### src/rtl/environmental_sensor_compensation_top_macros.svh
// Assertion macros shared by the compensation RTL.
`ifndef ENVIRONMENTAL_SENSOR_COMPENSATION_TOP_MACROS_SVH
`define ENVIRONMENTAL_SENSOR_COMPENSATION_TOP_MACROS_SVH

// Same-cycle implication, sampled on clk, off during rst.
`define ESC_ASSERT_IMP(lbl, ante, cons) \
  lbl: assert property (@(posedge clk) disable iff (rst) (ante) |-> (cons)) \
    else $error("implication check failed");

// Next-cycle implication, sampled on clk, off during rst.
`define ESC_ASSERT_NEXT(lbl, ante, cons) \
  lbl: assert property (@(posedge clk) disable iff (rst) (ante) |=> (cons)) \
    else $error("next-cycle check failed");

`endif

### src/rtl/escomp_pkg.sv
// Shared constants and helper functions for the sensor compensation block.
`default_nettype none
package escomp_pkg;

  localparam int DW = 64;

  // Configuration register indexes
  localparam int CFG_IDX_W = 3;
  localparam logic [CFG_IDX_W-1:0] CFG_TEMP    = 3'd0;
  localparam logic [CFG_IDX_W-1:0] CFG_PRESS_A = 3'd1;
  localparam logic [CFG_IDX_W-1:0] CFG_PRESS_B = 3'd2;
  localparam logic [CFG_IDX_W-1:0] CFG_PRESS_C = 3'd3;
  localparam logic [CFG_IDX_W-1:0] CFG_HUM     = 3'd4;

  // Status codes
  localparam logic [1:0] ST_OK     = 2'd0;
  localparam logic [1:0] ST_PDIV0  = 2'd1;
  localparam logic [1:0] ST_NOTEMP = 2'd2;

  function automatic logic [DW-1:0] sx8(input logic [7:0] v);
    return {{(DW-8){v[7]}}, v};
  endfunction

  function automatic logic [DW-1:0] sx12(input logic [11:0] v);
    return {{(DW-12){v[11]}}, v};
  endfunction

  function automatic logic [DW-1:0] sx16(input logic [15:0] v);
    return {{(DW-16){v[15]}}, v};
  endfunction

  function automatic logic [DW-1:0] sx32(input logic [31:0] v);
    return {{(DW-32){v[31]}}, v};
  endfunction

  // Arithmetic right shift of a 64-bit word
  function automatic logic [DW-1:0] asr(input logic [DW-1:0] v, input logic [5:0] s);
    return $unsigned($signed(v) >>> s);
  endfunction

endpackage
`default_nettype wire

### src/rtl/escomp_div.sv
// Unsigned 64-bit restoring divider, one quotient bit per cycle.
`default_nettype none
module escomp_div
  import escomp_pkg::*;
(
  input  wire logic          clk,
  input  wire logic          rst,
  input  wire logic          go,
  input  wire logic [DW-1:0] num,
  input  wire logic [DW-1:0] den,
  output logic               done,
  output logic [DW-1:0]      quo
);

  logic [DW-1:0] rem;
  logic [DW-1:0] q;
  logic [DW-1:0] den_r;
  logic [5:0]    cnt;
  logic          busy;
  logic [DW:0]   trial;
  logic [DW:0]   diff;

  always_comb begin
    trial = {rem, q[DW-1]};
    diff  = trial - {1'b0, den_r};
  end

  // Shift in one numerator bit and subtract when it fits
  always_ff @(posedge clk) begin
    if (rst) begin
      busy <= 1'b0;
      cnt  <= '0;
      done <= 1'b0;
    end else if (go) begin
      rem   <= '0;
      q     <= num;
      den_r <= den;
      cnt   <= '0;
      busy  <= 1'b1;
      done  <= 1'b0;
    end else if (busy) begin
      if (!diff[DW]) begin
        rem <= diff[DW-1:0];
        q   <= {q[DW-2:0], 1'b1};
      end else begin
        rem <= trial[DW-1:0];
        q   <= {q[DW-2:0], 1'b0};
      end
      cnt  <= cnt + 6'd1;
      done <= (cnt == 6'd63);
      if (cnt == 6'd63) begin
        busy <= 1'b0;
      end
    end else begin
      done <= 1'b0;
    end
  end

  assign quo = q;

endmodule
`default_nettype wire

### config.mk
export PLATFORM = sky130hd
export DESIGN_NAME = escomp_div
export DESIGN_NICKNAME = d
export VERILOG_FILES = /design/src/rtl/environmental_sensor_compensation_top_macros.svh /design/src/rtl/escomp_pkg.sv /design/src/rtl/escomp_div.sv
export SDC_FILE = /design/constraint.sdc
export NUM_CORES = 1
export LEC_CHECK = 0
export CAP_MARGIN = 10
export CORE_ASPECT_RATIO = 0.75
export CORE_MARGIN = 8
export CORE_UTILIZATION = 57
export CTS_CLUSTER_SIZE = 28
export DETAILED_ROUTE_END_ITERATION = 12
export DONT_BUFFER_PORTS = 1
export PLACE_DENSITY_LB_ADDON = 0.05
export SYNTH_ARGS = -nofsm -noshare
export SYNTH_HDL_FRONTEND = slang
export SYNTH_SLANG_ARGS = --single-unit
### constraint.sdc
create_clock -name clk -period 15.85 [get_ports clk]
set_input_delay 3.17 -clock clk [delete_from_list [all_inputs] [get_ports clk]]
set_output_delay 3.17 -clock clk [all_outputs]
set_load 0.01 [all_outputs]
==> Yosys cells after proc, flatten, opt, wreduce, memory -nomap -nowiden <==
Cells that the tools add are included.
{ "totals": {"word_cells": 24, "in_bits": 131, "out_inout_bits": 65, "regBits": 200} }
{ "classes": {"n_bitwise": 2, "reduce_logical": 5, "add_sub_neg": 2, "n_mux": 8, "n_eq_ne": 1} }
{ "ops": {"columns": ["operator", "count"], "rows": [
  ["2-to-1 mux 64 bit", 4],
  ["subtractor 65 x 64 -> 65 bit", 1],
  ["adder 6 x 1 -> 6 bit (second input constant)", 1],
  ["== test 6 bit (second input constant)", 1],
  ["2-to-1 mux 1 bit", 4],
  ["AND reduction 2 bit", 2],
  ["OR reduction 3 bit", 1],
  ["inverter 1 bit", 2],
  ["nonzero test 2 bit", 1],
  ["OR reduction 2 bit", 1]
]} }

==> Depth between registers and ports, before layout <==
{ "depth": {"ltp_word": 4, "depth_mapped": 15, "mapped_depth_nobuf": 13} }

==> Least setup slack after synthesis <==
Ideal clock, no wire load.
{ "synth_timing": {"path_kind": "input to register", "from": "input go", "to": "register busy", "stages": 5, "required_ns": 15.765, "t_arrival_ns": 10.580, "slack_ns": 5.185, "cell_sequence": "clkbuf_1 buf_1 inv_1 a21oi_1 o31a_1"} }
{ "synth_via": {"elab_chain_len": 1} }
{ "synth_rtl": {"columns": ["element", "line_no", "text"], "rows": [
  ["start: declaration", "escomp_div.sv:8", "input wire logic go,"],
  ["2-to-1 mux 1 bit", "escomp_div.sv:34", "end else if (go) begin"],
  ["end signal: assignment", "escomp_div.sv:31", "busy <= 1'b0;"],
  ["end signal: assignment", "escomp_div.sv:39", "busy <= 1'b1;"],
  ["end signal: assignment", "escomp_div.sv:52", "busy <= 1'b0;"],
  ["end: declaration", "escomp_div.sv:19", "logic busy;"]
]} }
Every way passes these cells.
A chain may end at the register's enable or synchronous reset.

==> Final worst setup path <==
{ "layout_timing": {"from": "input go", "to": "register den_r[32] (enable)"} }
{ "layout_via": {"elab_chain_len": 1} }
{ "layout_rtl": {"columns": ["element", "line_no", "text"], "rows": [
  ["AND reduction 2 bit (no line)", null, null],
  ["end signal: assignment", "escomp_div.sv:37", "den_r <= den;"],
  ["end: declaration", "escomp_div.sv:17", "logic [DW-1:0] den_r;"]
]} }
Every way passes these cells.

==> key figures <==
Clock tree
  • Worst-case clock buffer depth: 2
  • CTS buffer count: 17
  • H-tree Lvls: 4
  • Clock-pin slew on the worst setup and hold paths: 0.08 ns
  • Num Clock Sinks: 200
  • Post-CTS Setup Inserts: 0
  • Worst-Skew Late Latency: 0.45 ns
  • CTS tree: built
  • Post-CTS Hold Buffers: 0
  • Root buffer cell: clkbuf_16
  • Resized Gates After CTS: 0

Layout
  • # diodes: 0
  • Fin util: 61.39%
  • Final nets: 1328
  • Area growth syn-to-layout: 6.141%
  • Most common cell after layout, fill and taps aside: edfxtp_1
  • Layout cells sized above 1: 14.60%
  • FF/Latch Area: 5926 sq um
  • Finished Layout Cells: 1432
  • Footprint of the multi-input gates: 5690 sq um
  • Most frequent cells in the layout: 192 x edfxtp_1, 147 x nand2_1, 102 x a21oi_1
  • Fill cells: 1766

STA
  • Tmin final: 4.552 ns
  • Fin. max-slew vios: 0
  • Final count of hold timing violations: 0
  • RSZ-0062 raised after global routing: false
  • Crit share post-route: 28.72%
  • Clk_skew: 0.01204 ns
  • Final-report setup violation count: 0
  • Hold WS: 0.5186 ns
  • Max transition margin: 36.81%
  • Fmax: 219.7 MHz
  • TNS Setup: 0 ns
  • Least-Margin Pin Slew: 0.9479 ns

Yosys
  • Mapped Area: 12180 sq um
  • Yosys cell types: 73
  • FF+latch count, synth: 200
  • Synth Area per Inst: 10.49 sq um
  • Fraction of registers with async set/reset: 0%
  • Yosys warnings: 0
  • Most used DFF post-synth: edfxtp_1
  • Net Count, Synth: 1359
  • Sequential fraction of the synthesis area: 48.63%
  • Post-synthesis cell count: 1162
  • Post-synth EDFFs: 192

Setup path
  • CP startpoint: go
  • CP arrival: 4.65 ns
  • Worst setup SP type: primary input
  • Critical path fanouts, max: 131
  • Worst EP required: 15.94 ns
  • Worst reg2reg endpoint: rem[38]$_SDFFCE_PP0P_
  • Reg-to-Reg Start: quo[63]$_DFFE_PP_
  • Critical path class: in2reg
  • Register-to-Register Path Depth: 14
  • Critical path endpoint category: register
  • R2R setup slack: 11.40 ns

Power
  • Internal Dissipation: 1.035 mW
  • Leak Pwr: 4.909 nW
  • Comb power frac: 28.3%
  • Switch share: 33.32%
  • Psw: 0.5170 mW
  • Sequential share of power: 43.1%
  • IR drop worst, VDD: 0.00007815 V
  • Cell Pwr Density: 120.0 nW/um^2
  • Clock power share: 28.6%

Die
  • Num rows: 46
  • Die Ht: 142.6 microns
  • Total Die Area: 26360 sq um
  • Die width: 184.8 microns
  • Initial Utilization: 57.84%
  • Core ar.: 21070 sq um
  • I/O pins: 196

Global route
  • Pin count of the biggest net entering global routing: 132
  • Initial antenna violation count: 0
  • First-pass GRT wire length: 44.58 mm
  • Grt ovf: 0
  • GRT Util Overall: 21.32%
  • Vias in the first global route: 8302

Hold path
  • Path type of the worst min-delay path: reg2reg
  • Hold EP: cnt[5]$_SDFFE_PP0P_
  • Hold path cells: 2
  • Hold path start: cnt[5]$_SDFFE_PP0P_

Route
  • Post-route ant nets: 0
  • Vias/cell: 5.956
  • Drt total wl: 27.48 mm
  • Detailed Routing Iterations Pass 1: 5
  • Residual DRC: 0
  • Total number of vias: 8529
  • Wirelength per Cell: 19.19 microns
  • DRT iter0 DRCs: 659

Placed design
  • Placer Congestion: 0.9103
  • Placed instance count: 1400
  • Hpwl dp: 19.88 mm
  • Port bufs: 0

Run
  • Max_cap viols: 0

Status
  • Status: complete, no violations
[cell usage after synthesis (all sizes together) (9+ instances only)]
cell,count,area share (%)
edfxtp,192,47
nand2,155,4.9
a21oi,133,6.4
inv,83,2.6
ha,65,6.7
mux2,63,5.8
nor2,62,1.9
o21ai,46,1.9
xnor2,32,2.3
clkbuf,28,0.86
buf,27,1.5
a21o,26,1.6
nand3,25,1.0
xor2,25,1.8
a211oi,19,1.7
nor3,19,0.82
nand4,16,0.82
o21bai,12,0.74
o21a,10,0.63
o211ai,9,0.64
[cell type report]
cell class	instances	area share (%)
clock inverters	15	1.403
repair buffers	5	0.2902
well taps	288	2.786
clock buffers	17	3.289
inverters	83	2.409
multi-input cells	824	44.00
flip-flops and latches	200	45.82
[cell families (layout without fill, tap and decap cells)]
kind of cell             count (synthesis)  in the layout  synth area share, %
multiplexers                            65             65                5.987
AND/OR/NAND/NOR                        329            329                12.42
flip-flops                             200            200                48.63
AO/OA/AOI/OAI                          307            307                17.14
XOR/XNOR                                57             57                4.097
buffers and inverters                  138            120                4.888
adder cells (fa/ha/maj)                 66             66                6.839
[sequential cells by signal (all words and copies together), names as in the netlist]
| register | cells |
|---|---|
| cnt | 6 |
| quo | 64 |
| rem | 64 |
| done | 1 |
| busy | 1 |
| den_r | 64 |
[per-stage QoR]
stage | setup WS [ns] | area (sq um) | power [mW]
2_1_floorplan | 5.185 | 12180 | 1.042
3_3_place_gp | 10.93 | 12330 | 1.109
3_5_place_dp | 10.83 | 12330 | 1.113
4_1_cts | 11.33 | 12930 | 1.561
5_1_grt | 11.18 | 12930 | 1.638
6_report | 11.30 | 12930 | 1.552
[worst max path at each step]
stage	slack [ns]	to
after global placement	10.93	den_r[29]$_DFFE_PP_
after detailed placement	10.83	den_r[33]$_DFFE_PP_
after floorplan	5.18	busy$_SDFF_PP0_
after CTS	11.33	den_r[0]$_DFFE_PP_
after global routing	11.18	rem[63]$_SDFFCE_PP0P_
final	11.30	den_r[32]$_DFFE_PP_
[power by group through the flow]
stage	registers, mW	clock network (mW)	logic (mW)
6_report	0.668	0.444	0.439
5_1_grt	0.673	0.472	0.493
4_1_cts	0.669	0.455	0.437
3_5_place_dp	0.680	0	0.433
3_3_place_gp	0.679	0	0.430
2_1_floorplan	0.675	0	0.366
[critical path: stages]
cell and delay [ns]:
inv_1 0.14, nor2_4 0.69, buf_4 0.54
[per-layer routing]
layer / wire [microns] / global-route usage [%] / vias up
met5: 0 / 0 / -
met2: 11540 / 30.37 / 276
met4: 294 / 5.210 / 0
li1: - / - / 4180
met3: 1808 / 4.697 / 20
met1: 13830 / 32.24 / 4053
Power figures use the tool's default switching activity.
