$ cat src/rtl/environmental_sensor_compensation_top_macros.svh
// Assertion macros shared by the compensation RTL.
`ifndef ENVIRONMENTAL_SENSOR_COMPENSATION_TOP_MACROS_SVH
`define ENVIRONMENTAL_SENSOR_COMPENSATION_TOP_MACROS_SVH

// Same-cycle implication, sampled on clk, off during rst.
`define ESC_ASSERT_IMP(lbl, ante, cons) \
  lbl: assert property (@(posedge clk) disable iff (rst) (ante) |-> (cons)) \
    else $error("implication check failed");

// Next-cycle implication, sampled on clk, off during rst.
`define ESC_ASSERT_NEXT(lbl, ante, cons) \
  lbl: assert property (@(posedge clk) disable iff (rst) (ante) |=> (cons)) \
    else $error("next-cycle check failed");

`endif

$ cat src/rtl/escomp_pkg.sv
// Shared constants and helper functions for the sensor compensation block.
`default_nettype none
package escomp_pkg;

  localparam int DW = 64;

  // Configuration register indexes
  localparam int CFG_IDX_W = 3;
  localparam logic [CFG_IDX_W-1:0] CFG_TEMP    = 3'd0;
  localparam logic [CFG_IDX_W-1:0] CFG_PRESS_A = 3'd1;
  localparam logic [CFG_IDX_W-1:0] CFG_PRESS_B = 3'd2;
  localparam logic [CFG_IDX_W-1:0] CFG_PRESS_C = 3'd3;
  localparam logic [CFG_IDX_W-1:0] CFG_HUM     = 3'd4;

  // Status codes
  localparam logic [1:0] ST_OK     = 2'd0;
  localparam logic [1:0] ST_PDIV0  = 2'd1;
  localparam logic [1:0] ST_NOTEMP = 2'd2;

  function automatic logic [DW-1:0] sx8(input logic [7:0] v);
    return {{(DW-8){v[7]}}, v};
  endfunction

  function automatic logic [DW-1:0] sx12(input logic [11:0] v);
    return {{(DW-12){v[11]}}, v};
  endfunction

  function automatic logic [DW-1:0] sx16(input logic [15:0] v);
    return {{(DW-16){v[15]}}, v};
  endfunction

  function automatic logic [DW-1:0] sx32(input logic [31:0] v);
    return {{(DW-32){v[31]}}, v};
  endfunction

  // Arithmetic right shift of a 64-bit word
  function automatic logic [DW-1:0] asr(input logic [DW-1:0] v, input logic [5:0] s);
    return $unsigned($signed(v) >>> s);
  endfunction

endpackage
`default_nettype wire

$ cat src/rtl/escomp_mul.sv
// Shared 64x64 multiplier (low 64 bits) built from one 32x32 multiplier.
`default_nettype none
module escomp_mul
  import escomp_pkg::*;
(
  input  wire logic          clk,
  input  wire logic          rst,
  input  wire logic          go,
  input  wire logic [DW-1:0] a,
  input  wire logic [DW-1:0] b,
  output logic               done,
  output logic [DW-1:0]      p
);

  localparam int HW = DW / 2;

  logic [DW-1:0] a_r;
  logic [DW-1:0] b_r;
  logic [DW-1:0] prod;
  logic [DW-1:0] acc;
  logic [1:0]    cnt;
  logic          busy;
  logic [HW-1:0] ma;
  logic [HW-1:0] mb;

  // Pick the partial product for this cycle
  always_comb begin
    ma = (cnt == 2'd2) ? a_r[DW-1:HW] : a_r[HW-1:0];
    case (cnt)
      2'd0:    mb = b_r[HW-1:0];
      2'd1:    mb = b_r[DW-1:HW];
      default: mb = b_r[HW-1:0];
    endcase
  end

  // Multiply, then accumulate the registered product
  always_ff @(posedge clk) begin
    if (rst) begin
      busy <= 1'b0;
      cnt  <= '0;
      done <= 1'b0;
    end else if (go) begin
      a_r  <= a;
      b_r  <= b;
      cnt  <= '0;
      busy <= 1'b1;
      done <= 1'b0;
    end else if (busy) begin
      prod <= DW'(ma) * DW'(mb);
      cnt  <= cnt + 2'd1;
      done <= (cnt == 2'd3);
      case (cnt)
        2'd0: acc <= acc;
        2'd1: acc <= prod;
        2'd2: acc <= acc + {prod[HW-1:0], {HW{1'b0}}};
        default: begin
          acc  <= acc + {prod[HW-1:0], {HW{1'b0}}};
          busy <= 1'b0;
        end
      endcase
    end else begin
      done <= 1'b0;
    end
  end

  assign p = acc;

endmodule
`default_nettype wire

$ cat config.mk
export PLATFORM = sky130hd
export DESIGN_NAME = escomp_mul
export DESIGN_NICKNAME = d
export VERILOG_FILES = /design/src/rtl/environmental_sensor_compensation_top_macros.svh /design/src/rtl/escomp_pkg.sv /design/src/rtl/escomp_mul.sv
export SDC_FILE = /design/constraint.sdc
export NUM_CORES = 2
export LEC_CHECK = 0
export ABC_AREA = 1
export BUFFER_PORTS_ARGS = -buffer_cell sky130_fd_sc_hd__buf_2
export CORE_ASPECT_RATIO = 1.25
export CORE_MARGIN = 2
export CORE_UTILIZATION = 50
export DETAILED_ROUTE_END_ITERATION = 10
export HOLD_SLACK_MARGIN = 0.12
export PLACE_DENSITY = 0.65
export SLEW_MARGIN = 5
export SYNTH_ARGS = -nofsm -noshare
export SYNTH_HDL_FRONTEND = slang
export SYNTH_SLANG_ARGS = --single-unit
$ cat constraint.sdc
create_clock -name clk -period 12.55 [get_ports clk]
set_input_delay 2.51 -clock clk [delete_from_list [all_inputs] [get_ports clk]]
set_output_delay 2.51 -clock clk [all_outputs]
set_load 0.01 [all_outputs]
; Word-level counts from Yosys, hierarchy flattened
; Index checks and enable logic that the tools add are counted.
; Widths: inputs -> output; s select.
[word_totals]
ff_bits = 260
out_inout_bits = 65
elab_cells = 30
[classes]
addsub = 2
mul = 1
eq_ne = 3
muxes = 6
n_bitwise = 4
n_reduce_logical = 7
[ops]
columns = operator, count
row1 = $pmux 64 s2, 1
row2 = $add 64x64->64, 1
row3 = $mul 32x32->64, 1
row4 = $mux 32, 2
row5 = $reduce_or 3->1, 2
row6 = $eq 2x2->1 const B, 2
row7 = $not 1->1, 4
row8 = $reduce_and 4->1, 1
row9 = $mux 1, 3
row10 = $reduce_and 3->1, 1
row11 = $add 2x1->2 const B, 1
row12 = $eq 2x1->1 const B, 1
row13 = $logic_not 2->1, 1
row14 = $reduce_and 2->1, 1
row15 = $reduce_or 2->1, 1

; Depth between registers and ports, before layout
[logic_depth]
word_depth = 5
mapped_depth = 39
depth_no_buf = 35

; Least setup slack after synthesis
; No wires, ideal clock.
[synth_timing]
path_type = input port to flip-flop
start = input port go
end = register a_r[0], enable pin
setup_time_ps = 621
arrival_ps = 7934
slack_ps = 3996
stages = 2
n_path_buf = 0
path_cell_list = inv_1 -> nor2_1
[synth_via]
elab_chain_cells = 1
[synth_lines]
columns = element, line
row1 = "start, declared", escomp_mul.sv:8  ; input wire logic go,
row2 = $reduce_and 2->1 (no line), --
row3 = "end signal, assigned", escomp_mul.sv:43  ; a_r <= a;
row4 = "end, declared", escomp_mul.sv:17  ; logic [DW-1:0] a_r;
; Every way passes these cells.
; A chain may end at the register's enable or synchronous reset.

; Worst setup path after layout
[layout_timing]
start = register cnt[1]
end = register prod[47] (data pin)
[layout_via]
elab_chain_cells = 3
word_cells_on_any_way = 5
[layout_lines]
columns = element, line
row1 = "start, declared", escomp_mul.sv:21  ; logic [1:0] cnt;
row2 = "start signal, assigned", escomp_mul.sv:50  ; cnt <= cnt + 2'd1;
row3 = $eq 2x2->1 or $eq 2x1->1 (tied branches), "escomp_mul.sv:28, escomp_mul.sv:29"
row4 = "$mux 32, on equally long branches", "escomp_mul.sv:28, escomp_mul.sv:29"
row5 = $mul 32x32->64 *, escomp_mul.sv:49  ; prod <= DW'(ma) * DW'(mb);
row6 = "end signal, assigned", escomp_mul.sv:49
row7 = "end, declared", escomp_mul.sv:19  ; logic [DW-1:0] prod;
; Every way passes the cells marked *; elsewhere a longest branch is shown, timed or not.

==> summary.txt <==
Die H: 344 um
Hold buffer count at cts: 0
Final Skew: 0.0610 ns
Worst relative slew slack: 19.0%
Worst EP arrival: 10.25 ns
Syn nets: 6844
Final worst-path cycle share: 78.3%
Synth async-reset ratio: 0%
HP Start: busy$_SDFF_PP0_
RSZ-0062 raised after global routing: no
Post-Syn Area: 46200 um^2
Critical Path End Type: register
Outcome: complete, but fails checks
Final WL: 152000 um
Crit path max-delay cell type: buf_4
Area leader, netlist: fa_1
Avg Inst Size Synth: 8.37 um^2
Initial Util: 50.5%
First-pass GRT wire length: 228000 um
Final setup violation count: 0
Via density: 5.30
DRC errors left: 8
Full die area: 94800 um^2
Failing checks: DRC
Sink Count: 260
Largest net degree at the start of global routing: 84
GRT Max-Usage Layer: met2
Max Cap Viol: 0
Die W: 276 um
Root buf cell: clkbuf_16
Crit-path max cell delay: 0.82 ns
Setup tns final: 0 ns
Predominant post-synthesis flop cell: edfxtp_1
Fmax: 102 MHz
CP startpoint: cnt[1]$_SDFFE_PP0P_
# Post-CTS Setup Buffers: 0
Row cnt: 124
Nets: 6952
Number of buffers added on ports: 195
IO Count: 196
Endpoints failing hold: 0
Post-synth EDFFs: 256
H-tree depth: 1
Post-detail-place hpwl: 121000 um
Synth-to-layout area growth: 6.25%
Max-slew violations: 0
Number of global-route vias before repair: 38.5k
Global route overflow: 0
Num CTS Buffers: 28
ANT cells: 0
Launch point of the worst reg-to-reg path: cnt[1]$_SDFFE_PP0P_
M2 GR Usage: 56.0%
Critical Path Source Type: register
Via count: 36.3k
Filler instances: 8659
Met3 usage: 6.53%
Share of cells above drive strength 1: 7.86%
Post-cts gate resize count: 0
Count of different cell masters after synthesis: 38
WL/cell: 22.2 um
Crit-path max FO: 83
Mapped Cells: 5517
DRT iter0 DRCs: 2770
Flops & latches, synth: 260
Yosys top cell area share: 38.9%
TritonCTS clock tree: done
Detail Route Antenna Nets: 0
Main area contributors after synthesis: fa_1 (39%), edfxtp_1 (17%), inv_1 (11%)
Core area: 91500 um^2
Total global-route track usage: 33.1%
Hold/Removal Path Class: register to register
Syn. warnings: 0
Clock latency on the worst-skew pair: 0.66 ns
Gp weighted congestion: 1.00
Worst-case clock buffer depth: 3
CTS clock-pin slew for the worst setup and hold paths: 0.07 ns
TritonRoute pass-1 iters: 9
Tmin final: 9.83 ns
Critical path required time: 12.96 ns
Met1 usage: 37.2%
Worst Max-Slew Pin Slew: 1.21 ns
Seq/Total Area, Yosys: 16.8%
Initial antenna violation count: 1
Dominant cell type by count on the critical path: fa_1
Crit Path Class: register to register
sequential cells by signal, indices dropped and copies added, names as in the netlist:
register and cells:
b_r 64, p 64, a_r 64, cnt 2
done 1, busy 1, prod 64
worst paths after layout:
kind / endpoint / slack [ns] / depth (start not counted)
setup / recovery: prod[47]$_DFFE_PP_ / 2.72 / 29
hold / removal: busy$_SDFF_PP0_ / 0.46 / 2
setup reg to reg: prod[47]$_DFFE_PP_ / 2.72 / 29
hold reg to reg: busy$_SDFF_PP0_ / 0.46 / 2
worst max-delay path, delay by kind of cell, from the launching register on:
family                   cells  cell delay (ns)
AO/OA/AOI/OAI                2             0.59
adder cells (fa/ha/maj)     10             5.23
buffers and inverters        9             2.03
flip-flops                   1             0.35
AND/OR/NAND/NOR              8             1.30
placed cells by master, fill, tap and decap left out, types with 4 or more instances in the layout:
| cell type | netlist | final |
|---|---|---|
| fa_1 | 897 | 897 |
| inv_2 | 41 | 41 |
| a21oi_1 | 73 | 73 |
| nor2_4 | 1 | 4 |
| edfxtp_1 | 256 | 256 |
| buf_4 | 23 | 55 |
| o21ai_1 | 16 | 7 |
| inv_1 | 1386 | 1386 |
| xnor2_1 | 14 | 14 |
| o21ai_0 | 16 | 15 |
| xor2_1 | 30 | 30 |
| nand2_1 | 1369 | 1369 |
| nor2_2 | 8 | 9 |
| or2_2 | 9 | 9 |
| nor3_1 | 17 | 17 |
| clkinvlp_4 | 0 | 4 |
| nand3b_1 | 8 | 8 |
| nand3_1 | 92 | 92 |
| inv_4 | 6 | 6 |
| ha_1 | 299 | 297 |
| inv_6 | 0 | 4 |
| clkinv_4 | 0 | 4 |
| dfxtp_1 | 4 | 4 |
| clkbuf_16 | 0 | 28 |
| o21bai_1 | 15 | 15 |
| nand4_1 | 14 | 14 |
| nand2_2 | 9 | 9 |
| nor2_1 | 700 | 696 |
| o21ai_2 | 41 | 51 |
| o21ai_4 | 11 | 11 |
| buf_2 | 111 | 195 |
per-stage QoR:
stage / area [um^2] / util (%) / setup slack (ns) / instances / hold WS, ns
2_1_floorplan: 46200 / - / 4.00 / 5517 / 0.433
3_3_place_gp: 48100 / 52.6 / 2.77 / 6792 / 0.455
3_5_place_dp: 48100 / 52.6 / 2.75 / 6792 / 0.459
4_1_cts: 49100 / 53.6 / 2.73 / 6843 / 0.470
5_1_grt: 49100 / 53.6 / 2.22 / 6843 / 0.515
6_report: 49100 / 53.6 / 2.72 / 6843 / 0.463
cell families after synthesis:
logic type	count (synthesis)	synth area share (%)
xor gates and xnor gates	44	0.834
buffers and inverters	1606	13.9
DFF	260	16.8
and+or+nand+nor	2239	18.9
AOI/OAI and AO/OA	172	2.55
adders and majority gates	1196	47.0
per-layer routing:
metal,vias up,part of all wire [%]
met1,17800,35
met2,1736,48
met4,0,9.0
met3,627,8.1
met5,-,0
li1,16100,-
final cells by class:
cell class	instances	area, um^2	share of cell area, %
multi-input combinational	3651	32100	65.4
sequential	260	7770	15.8
inverter	1434	5400	11.0
tap	1197	1500	3.05
timing repair buffer	250	1390	2.83
clock buffer	31	712	1.45
clock inverter	20	226	0.462
synth_stat cells (14+ instances only):
master / n
nor2_1: 700
a21oi_1: 73
o21bai_1: 15
xnor2_1: 14
clkbuf_1: 16
nand3_1: 92
o21ai_2: 41
xor2_1: 30
nor3_1: 17
buf_2: 111
buf_4: 23
inv_2: 41
buf_6: 19
edfxtp_1: 256
inv_1: 1386
ha_1: 299
nand4_1: 14
nand2_1: 1369
fa_1: 897
o21ai_0: 16
o21ai_1: 16
Power is left out: the tool's default activity adds up to more than one toggle a clock period on the data nets, which glitch-free logic cannot reach.
